$ cat config.mk
export PLATFORM = sky130hd
export DESIGN_NAME = i2c_eeprom_byte_master_core
export DESIGN_NICKNAME = d
export VERILOG_FILES = /design/src/rtl/i2cebm_pkg.sv /design/src/rtl/i2cebm_seq.sv /design/src/rtl/i2cebm_out_reg.sv /design/src/rtl/i2c_eeprom_byte_master_core.sv
export SDC_FILE = /design/constraint.sdc
export NUM_CORES = 1
export LEC_CHECK = 0
export ABC_AREA = 1
export BUFFER_PORTS_ARGS = -buffer_cell sky130_fd_sc_hd__buf_2
export CAP_MARGIN = 20
export CORE_ASPECT_RATIO = 0.9
export CORE_UTILIZATION = 40
export DETAILED_ROUTE_END_ITERATION = 8
export GPL_TIMING_DRIVEN = 1
export SLEW_MARGIN = 0
export SYNTH_ARGS = -nofsm -noshare
export SYNTH_HDL_FRONTEND = slang
export SYNTH_SLANG_ARGS = --single-unit
$ cat constraint.sdc
create_clock -name i_clk -period 6 [get_ports i_clk]
set_input_delay 1.5 -clock i_clk [delete_from_list [all_inputs] [get_ports i_clk]]
set_output_delay 1.5 -clock i_clk [all_outputs]
set_load 0.005 [all_outputs]
$ cat src/rtl/i2cebm_pkg.sv
// Shared types and constants for the two-wire EEPROM byte master.
`default_nettype none

package i2cebm_pkg;

    localparam int unsigned CFG_W = 8;

    typedef enum logic {
        CFG_HALF_PERIOD = 1'b0,
        CFG_ACK_LIMIT   = 1'b1
    } t_cfg_index;

    localparam logic [CFG_W-1:0] HALF_PERIOD_RESET = 8'd5;
    localparam logic [CFG_W-1:0] ACK_LIMIT_RESET   = 8'd250;

    typedef struct packed {
        logic       go;
        logic       kind;
        logic [6:0] device_address;
        logic [7:0] memory_address;
        logic [7:0] write_data;
        logic       sda_in;
    } t_cmd;

    typedef struct packed {
        logic       scl_out;
        logic       sda_release;
        logic       busy_res;
        logic       done_res;
        logic [7:0] read_result;
    } t_result;

endpackage

`default_nettype wire

$ cat src/rtl/i2cebm_seq.sv
// Bus sequencer: phase state, bit and byte counters, one tick per step.
`default_nettype none

module i2cebm_seq
    import i2cebm_pkg::*;
(
    input  wire logic             i_clk,
    input  wire logic             i_rst_n,
    input  wire logic             i_cfg_we,
    input  wire logic             i_cfg_index,
    input  wire logic [CFG_W-1:0] i_cfg_data,
    input  wire logic             i_step,
    input  wire t_cmd             i_cmd,
    output t_result               o_result
);

    typedef enum logic [3:0] {
        PH_IDLE, PH_START_A, PH_START_B, PH_BIT_LOW, PH_BIT_HIGH,
        PH_ACK_LOW, PH_ACK_HIGH, PH_RS_LOW, PH_READ_LOW, PH_READ_HIGH,
        PH_STOP_LOW, PH_STOP_HIGH, PH_STOP_END
    } t_phase;

    logic [7:0] r_half, r_ack_limit;
    t_phase     r_phase, n_phase;
    logic [3:0] r_bit_count, n_bit_count;
    logic [1:0] r_byte_step, n_byte_step;
    logic [7:0] r_shift, n_shift;
    logic [7:0] r_tick, n_tick;
    logic [7:0] r_ack_count, n_ack_count;
    logic [6:0] r_device, n_device;
    logic [7:0] r_location, n_location;
    logic [7:0] r_data, n_data;
    logic       r_kind, n_kind;
    logic [7:0] r_received, n_received;

    logic [7:0] half_eff;
    logic [7:0] tick_inc;
    logic       elapsed;
    logic [3:0] bit_inc;
    logic       n_done;
    logic [1:0] levels; // bit 1 SCL, bit 0 SDA

    assign half_eff = (r_half == 8'd0) ? 8'd1 : r_half;
    assign tick_inc = r_tick + 8'd1;
    assign elapsed  = (tick_inc >= half_eff);
    assign bit_inc  = r_bit_count + 4'd1;

    always_comb begin
        n_phase     = r_phase;
        n_bit_count = r_bit_count;
        n_byte_step = r_byte_step;
        n_shift     = r_shift;
        n_tick      = r_tick;
        n_ack_count = r_ack_count;
        n_device    = r_device;
        n_location  = r_location;
        n_data      = r_data;
        n_kind      = r_kind;
        n_received  = r_received;
        n_done      = 1'b0;

        unique case (r_phase)
            PH_IDLE: begin
                if (i_cmd.go) begin
                    n_kind      = i_cmd.kind;
                    n_device    = i_cmd.device_address;
                    n_location  = i_cmd.memory_address;
                    n_data      = i_cmd.write_data;
                    n_byte_step = 2'd0;
                    n_bit_count = 4'd0;
                    n_ack_count = 8'd0;
                    n_shift     = 8'd0;
                    n_phase     = PH_START_A;
                    n_tick      = 8'd0;
                end
            end
            PH_ACK_HIGH: begin
                if (!i_cmd.sda_in || (r_ack_count >= r_ack_limit)) begin
                    n_bit_count = 4'd0;
                    n_tick      = 8'd0;
                    unique case (r_byte_step)
                        2'd0: begin
                            n_byte_step = 2'd1;
                            n_shift     = r_location;
                            n_phase     = PH_BIT_LOW;
                        end
                        2'd1: begin
                            if (r_kind) begin
                                n_phase = PH_RS_LOW;
                            end else begin
                                n_byte_step = 2'd2;
                                n_shift     = r_data;
                                n_phase     = PH_BIT_LOW;
                            end
                        end
                        default: begin
                            if (r_kind) begin
                                n_byte_step = 2'd3;
                                n_shift     = 8'd0;
                                n_phase     = PH_READ_LOW;
                            end else begin
                                n_phase = PH_STOP_LOW;
                            end
                        end
                    endcase
                end else begin
                    n_ack_count = r_ack_count + 8'd1;
                end
            end
            PH_START_A, PH_START_B, PH_BIT_LOW, PH_BIT_HIGH, PH_ACK_LOW,
            PH_RS_LOW, PH_READ_LOW, PH_READ_HIGH, PH_STOP_LOW, PH_STOP_HIGH,
            PH_STOP_END: begin
                n_tick = tick_inc;
                if (elapsed) begin
                    n_tick = 8'd0;
                    unique case (r_phase)
                        PH_START_A: n_phase = PH_START_B;
                        PH_START_B: begin
                            // second pass through start is the repeated start
                            if (r_byte_step == 2'd1) begin
                                n_byte_step = 2'd2;
                                n_shift     = {r_device, 1'b1};
                            end else begin
                                n_shift     = {r_device, 1'b0};
                            end
                            n_bit_count = 4'd0;
                            n_phase     = PH_BIT_LOW;
                        end
                        PH_BIT_LOW: n_phase = PH_BIT_HIGH;
                        PH_BIT_HIGH: begin
                            n_shift = {r_shift[6:0], 1'b0};
                            if (bit_inc >= 4'd8) begin
                                n_bit_count = 4'd0;
                                n_phase     = PH_ACK_LOW;
                            end else begin
                                n_bit_count = bit_inc;
                                n_phase     = PH_BIT_LOW;
                            end
                        end
                        PH_ACK_LOW: begin
                            n_ack_count = 8'd0;
                            n_phase     = PH_ACK_HIGH;
                        end
                        PH_RS_LOW:   n_phase = PH_START_A;
                        PH_READ_LOW: n_phase = PH_READ_HIGH;
                        PH_READ_HIGH: begin
                            n_shift = {r_shift[6:0], i_cmd.sda_in};
                            if (bit_inc >= 4'd8) begin
                                n_received  = {r_shift[6:0], i_cmd.sda_in};
                                n_bit_count = 4'd0;
                                n_phase     = PH_STOP_LOW;
                            end else begin
                                n_bit_count = bit_inc;
                                n_phase     = PH_READ_LOW;
                            end
                        end
                        PH_STOP_LOW:  n_phase = PH_STOP_HIGH;
                        PH_STOP_HIGH: n_phase = PH_STOP_END;
                        default: begin
                            n_phase = PH_IDLE;
                            n_done  = 1'b1;
                        end
                    endcase
                end
            end
            default: begin
                n_phase = PH_IDLE;
                n_tick  = 8'd0;
            end
        endcase
    end

    always_comb begin
        unique case (n_phase)
            PH_START_B:   levels = 2'b10;
            PH_BIT_LOW:   levels = {1'b0, n_shift[7]};
            PH_BIT_HIGH:  levels = {1'b1, n_shift[7]};
            PH_ACK_LOW,
            PH_RS_LOW,
            PH_READ_LOW:  levels = 2'b01;
            PH_STOP_LOW:  levels = 2'b00;
            PH_STOP_HIGH: levels = 2'b10;
            default:      levels = 2'b11;
        endcase
    end

    assign o_result.scl_out     = levels[1];
    assign o_result.sda_release = levels[0];
    assign o_result.busy_res    = (n_phase != PH_IDLE);
    assign o_result.done_res    = n_done;
    assign o_result.read_result = n_received;

    always_ff @(posedge i_clk) begin
        if (!i_rst_n) begin
            r_half      <= HALF_PERIOD_RESET;
            r_ack_limit <= ACK_LIMIT_RESET;
            r_phase     <= PH_IDLE;
            r_bit_count <= 4'd0;
            r_byte_step <= 2'd0;
            r_shift     <= 8'd0;
            r_tick      <= 8'd0;
            r_ack_count <= 8'd0;
            r_device    <= 7'd0;
            r_location  <= 8'd0;
            r_data      <= 8'd0;
            r_kind      <= 1'b0;
            r_received  <= 8'd0;
        end else begin
            if (i_cfg_we) begin
                unique case (t_cfg_index'(i_cfg_index))
                    CFG_HALF_PERIOD: r_half      <= i_cfg_data;
                    CFG_ACK_LIMIT:   r_ack_limit <= i_cfg_data;
                    default:         r_half      <= r_half;
                endcase
            end
            if (i_step) begin
                r_phase     <= n_phase;
                r_bit_count <= n_bit_count;
                r_byte_step <= n_byte_step;
                r_shift     <= n_shift;
                r_tick      <= n_tick;
                r_ack_count <= n_ack_count;
                r_device    <= n_device;
                r_location  <= n_location;
                r_data      <= n_data;
                r_kind      <= n_kind;
                r_received  <= n_received;
            end
        end
    end

`ifndef SYNTHESIS
    a_done_to_idle: assert property (@(posedge i_clk) disable iff (!i_rst_n)
        i_step && o_result.done_res |=> r_phase == PH_IDLE)
        else $error("done without return to idle");
    a_bit_range: assert property (@(posedge i_clk) disable iff (!i_rst_n)
        r_bit_count < 4'd8)
        else $error("bit counter past byte");
    a_ack_bits: assert property (@(posedge i_clk) disable iff (!i_rst_n)
        r_phase == PH_ACK_HIGH |-> r_bit_count == 4'd0)
        else $error("ack wait with bits pending");
    a_hold: assert property (@(posedge i_clk) disable iff (!i_rst_n)
        !i_step |=> $stable(r_phase) && $stable(r_tick))
        else $error("state moved without a step");
`endif

endmodule

`default_nettype wire

$ cat src/rtl/i2cebm_out_reg.sv
// Result register between the sequencer and the output channel.
`default_nettype none

module i2cebm_out_reg
    import i2cebm_pkg::*;
(
    input  wire logic    i_clk,
    input  wire logic    i_rst_n,
    input  wire logic    i_load,
    input  wire t_result i_result,
    input  wire logic    i_out_stall,
    output logic         o_free,
    output logic         o_out_valid,
    output t_result      o_result
);

    logic    r_valid;
    t_result r_result;

    // free when empty or its item leaves at this edge
    assign o_free      = !r_valid || !i_out_stall;
    assign o_out_valid = r_valid;
    assign o_result    = r_result;

    always_ff @(posedge i_clk) begin
        if (!i_rst_n) begin
            r_valid <= 1'b0;
        end else begin
            if (i_load) begin
                r_valid <= 1'b1;
            end else if (!i_out_stall) begin
                r_valid <= 1'b0;
            end
        end
        if (i_load) begin
            r_result <= i_result;
        end
    end

`ifndef SYNTHESIS
    a_no_overwrite: assert property (@(posedge i_clk) disable iff (!i_rst_n)
        r_valid && i_out_stall |-> !i_load)
        else $error("stalled result overwritten");
    a_hold: assert property (@(posedge i_clk) disable iff (!i_rst_n)
        r_valid && i_out_stall |=> r_valid && $stable(r_result))
        else $error("stalled result changed");
    a_load_valid: assert property (@(posedge i_clk) disable iff (!i_rst_n)
        i_load |=> r_valid)
        else $error("loaded item not shown");
`endif

endmodule

`default_nettype wire

$ cat src/rtl/i2c_eeprom_byte_master_core.sv
// Top level: input register, bus sequencer and result register.
// Flow: an accepted item waits in the input register until the result register
// is free; the step that takes it also loads its result into that register.
// Throughput: one item per cycle unless the output stalls; one step per item.
// Reset: synchronous, active low; sequencer idle with both lines released,
// half period 5, ack limit 250, both channels empty.
`default_nettype none

module i2c_eeprom_byte_master_core
    import i2cebm_pkg::*;
(
    input  wire logic             i_clk,
    input  wire logic             i_rst_n,
    input  wire logic             i_cfg_we,
    input  wire logic             i_cfg_index,
    input  wire logic [CFG_W-1:0] i_cfg_data,
    input  wire logic             i_in_valid,
    output logic                  o_in_stall,
    input  wire logic             i_go,
    input  wire logic             i_kind,
    input  wire logic [6:0]       i_device_address,
    input  wire logic [7:0]       i_memory_address,
    input  wire logic [7:0]       i_write_data,
    input  wire logic             i_sda_in,
    output logic                  o_out_valid,
    input  wire logic             i_out_stall,
    output logic                  o_scl_out,
    output logic                  o_sda_release,
    output logic                  o_busy_res,
    output logic                  o_done_res,
    output logic [7:0]            o_read_result
);

    logic    r_in_valid;
    t_cmd    r_cmd;
    logic    out_free;
    logic    step;
    logic    in_take;
    t_result seq_result;
    t_result out_result;

    assign step       = r_in_valid && out_free;
    assign o_in_stall = r_in_valid && !out_free;
    assign in_take    = i_in_valid && !o_in_stall;

    always_ff @(posedge i_clk) begin
        if (!i_rst_n) begin
            r_in_valid <= 1'b0;
        end else begin
            if (in_take) begin
                r_in_valid <= 1'b1;
            end else if (step) begin
                r_in_valid <= 1'b0;
            end
        end
        if (in_take) begin
            r_cmd.go             <= i_go;
            r_cmd.kind           <= i_kind;
            r_cmd.device_address <= i_device_address;
            r_cmd.memory_address <= i_memory_address;
            r_cmd.write_data     <= i_write_data;
            r_cmd.sda_in         <= i_sda_in;
        end
    end

    i2cebm_seq u_seq (
        .i_clk       (i_clk),
        .i_rst_n     (i_rst_n),
        .i_cfg_we    (i_cfg_we),
        .i_cfg_index (i_cfg_index),
        .i_cfg_data  (i_cfg_data),
        .i_step      (step),
        .i_cmd       (r_cmd),
        .o_result    (seq_result)
    );

    i2cebm_out_reg u_out_reg (
        .i_clk       (i_clk),
        .i_rst_n     (i_rst_n),
        .i_load      (step),
        .i_result    (seq_result),
        .i_out_stall (i_out_stall),
        .o_free      (out_free),
        .o_out_valid (o_out_valid),
        .o_result    (out_result)
    );

    assign o_scl_out     = out_result.scl_out;
    assign o_sda_release = out_result.sda_release;
    assign o_busy_res    = out_result.busy_res;
    assign o_done_res    = out_result.done_res;
    assign o_read_result = out_result.read_result;

`ifndef SYNTHESIS
    a_step_needs_item: assert property (@(posedge i_clk) disable iff (!i_rst_n)
        step |-> r_in_valid)
        else $error("step without a held item");
    a_stall_holds: assert property (@(posedge i_clk) disable iff (!i_rst_n)
        o_in_stall |=> r_in_valid)
        else $error("held item dropped while stalled");
    a_step_shows: assert property (@(posedge i_clk) disable iff (!i_rst_n)
        step |=> o_out_valid)
        else $error("stepped item produced no result");
`endif

endmodule

`default_nettype wire
==> summary.md <==
| Metric | Value |
|---|---|
| Number of enable flip-flop cells after synthesis | 38 |
| CP startpoint kind | input pin |
| Grt ovf | 0 |
| Synth top area share | 0.288 |
| Slew Limit Fails | 0 |
| Worst-Skew Late Latency | 0.42 ns |
| IO Port Bufs | 53 |
| Largest family of logic cells by synthesized area | simple AND/OR/NAND/NOR gates |
| DP Wirelength | 9.18 mm |
| Die X | 129 um |
| Critical path class | input pin to register |
| Setup violations, final | 0 |
| Fill count | 1383 |
| Setup_tns | 0 ns |
| Largest Register | r_cmd |
| Post-route ant nets | 0 |
| Flop2flop setup slack | 2.90 ns |
| Mapped Nets | 775 |
| Critical Path AT | 3.78 ns |
| Max reg flops | 26 |
| ANT cells | 0 |
| HP Class | register to register |
| DR pass1 iterations | 5 |
| Register area share after synthesis | 0.483 |
| RePlAce Congestion | 0.854 |
| Normalized max-slew margin | 0.328 |
| CTS HTree Levels | 4 |
| Measured slew at the worst slew-check pin | 1.01 ns |
| Per-cell routed wire length | 13.0 um |
| Clock Sinks | 122 |
| Synth top area cells | dfxtp_1, edfxtp_1, nand2_1 |
| CORE AREA | 14200 um2 |
| Mapped Cells | 716 |
| Tmin final | 3.46 ns |
| Status | finished clean |
| CTS root buf | clkbuf_16 |
| Reg clk slew, reported paths | 0.06 ns |
| Die H | 117 um |
| Mux cell area share after synthesis | 0 |
| Xor/xnor cell area share of the yosys netlist | 0.0150 |
| DRC | 0 |
| GRT Total Usage | 0.188 |
| I/O pin total | 54 |
| Initial core utilization | 0.413 |
| Post-Syn Area per Cell | 8.17 um2 |
| First DRT Iteration DRCs | 262 |
| Post-Synth Adder-Cell Area | 0.0407 |
| VDD IR max | 0.000217 V |
| CTS tree | done |
| Via density | 4.97 |
| First-pass GRT wire length | 21.8 mm |
| Most common cell after layout, fill and taps aside | nand2_1 |
| Worst Skew | 0.00920 ns |
| Number of max-cap violations | 0 |
| Crit end category | register |
| Most frequent cells in the layout | nand2_1, nor2_1, dfxtp_1 |
| Max Fanout on Critical Path | 27 |
| Post-CTS Setup Inserts | 0 |
| Leak | 3.12 nW |
| Pin count of the biggest net entering global routing | 54 |
| Die area | 15100 um2 |
| Cell Area, Synth | 5850 um2 |
| Area fraction in compound gates after synthesis | 0.145 |
| Yosys warns | 0 |
| Post-synthesis cell type count | 43 |
| Power Dens Cells | 314 nW/um2 |
| Cts hold-fix bufs | 0 |
| Post-synthesis simple-gate area fraction | 0.241 |
| Cts repair resizes | 0 |
| Layout Area Growth over Synthesis | 17.5% |
| Placed Cells | 946 |
| Main synth FF type | dfxtp_1 |
| RSZ-0062 raised after global routing | false |
| Maximum buffer depth of the clock tree | 2 |
| TritonCTS buffer count | 17 |
| Initial antenna violation count | 0 |
| Vias in the first global route | 4743 |
| Final Hold Fails | 0 |
| Floorplan row count | 41 |
| Seq cells post-synth | 122 |
| Layout cells sized above 1 | 0.169 |
| WL final | 12.7 mm |
| Yosys top cell by area | dfxtp_1 |
| DR vias | 4861 |
| Final cell count without fillers | 978 |
| F_max | 0.289 GHz |
| Final worst-path cycle share | 0.577 |
| Crit path required time | 6.31 ns |
| Post-synth ARST share | 0 |
| Layout Nets | 831 |
==> metrics by stage <==
stage / setup slack [ns] / utilization / hold WS [ns] / cell area (um2) / power, mW
finish: 2.54 / 0.485 / 0.472 / 6870 / 2.16
global route: 2.19 / 0.485 / 0.501 / 6870 / 2.26
CTS: 2.56 / 0.485 / 0.478 / 6870 / 2.18
detailed placement: 2.13 / 0.444 / 0.464 / 6280 / 1.17
global placement: 2.27 / 0.444 / 0.460 / 6280 / 1.16
floorplan: 2.52 / - / 0.431 / 5850 / 1.10
==> cells by family after synthesis <==
logic type | Yosys count
compound gates | 150
xor+xnor | 10
fa+ha+maj | 19
buf+inv | 112
flops | 122
simple gates | 303
==> per-layer routing <==
layer / up-vias / global-route usage / part of all wire
met1: 2243 / 0.227 / 0.46
met5: - / 0 / 0
met3: 23 / 0.0582 / 0.042
met2: 102 / 0.314 / 0.48
li1: 2493 / - / -
met4: 0 / 0.0736 / 0.018
==> cell usage after synthesis (all sizes together), types with 2 or more instances <==
library cell	number
nor3	7
o22ai	7
o211ai	7
nand4	8
nand3	33
o21ai	74
buf	4
dfxtp	84
a22oi	13
nor2	117
nor3b	3
clkbuf	14
ha	19
edfxtp	38
clkinv	2
a21oi	44
inv	92
nand3b	4
xnor2	4
xor2	6
nand2	130
==> power breakdown <==
part           leakage (nW)  switching (mW)  internal, mW  total, mW
registers              1.05          0.0249         0.901      0.925
logic                  1.78           0.155        0.0739      0.229
clock network         0.280           0.380         0.624       1.00
==> path summary, 6_finish.rpt <==
path / startpoint / endpoint / depth (start not counted)
setup / recovery: i_out_stall / u_seq.r_location[6] / 11
setup reg to reg: u_seq.r_tick[0] / u_out_reg.o_result[10] / 18
hold / removal: u_seq.r_half[0] / u_seq.r_half[0] / 2
hold reg to reg: u_seq.r_half[0] / u_seq.r_half[0] / 2
==> cell type report <==
cell class              instances  area, um2  area share
inverters                      94        360      0.0524
clock inverters                13        145      0.0211
flip-flops and latches        122       2820       0.411
multi-input cells             482       2580       0.375
clock buffers                  19        443      0.0644
repair buffers                 55        280      0.0408
well taps                     193        241      0.0351
==> worst max-delay path, stage by stage <==
cell	delay [ns]
buf_2	0.09
nand2_1	0.09
inv_1	0.05
nor2_1	0.08
buf_4	0.23
clkinv_1	0.54
nor2_1	0.27
buf_4	0.26
inv_1	0.35
nor2_1	0.22
nor2_1	0.06
(Power assumes the default switching activity.)
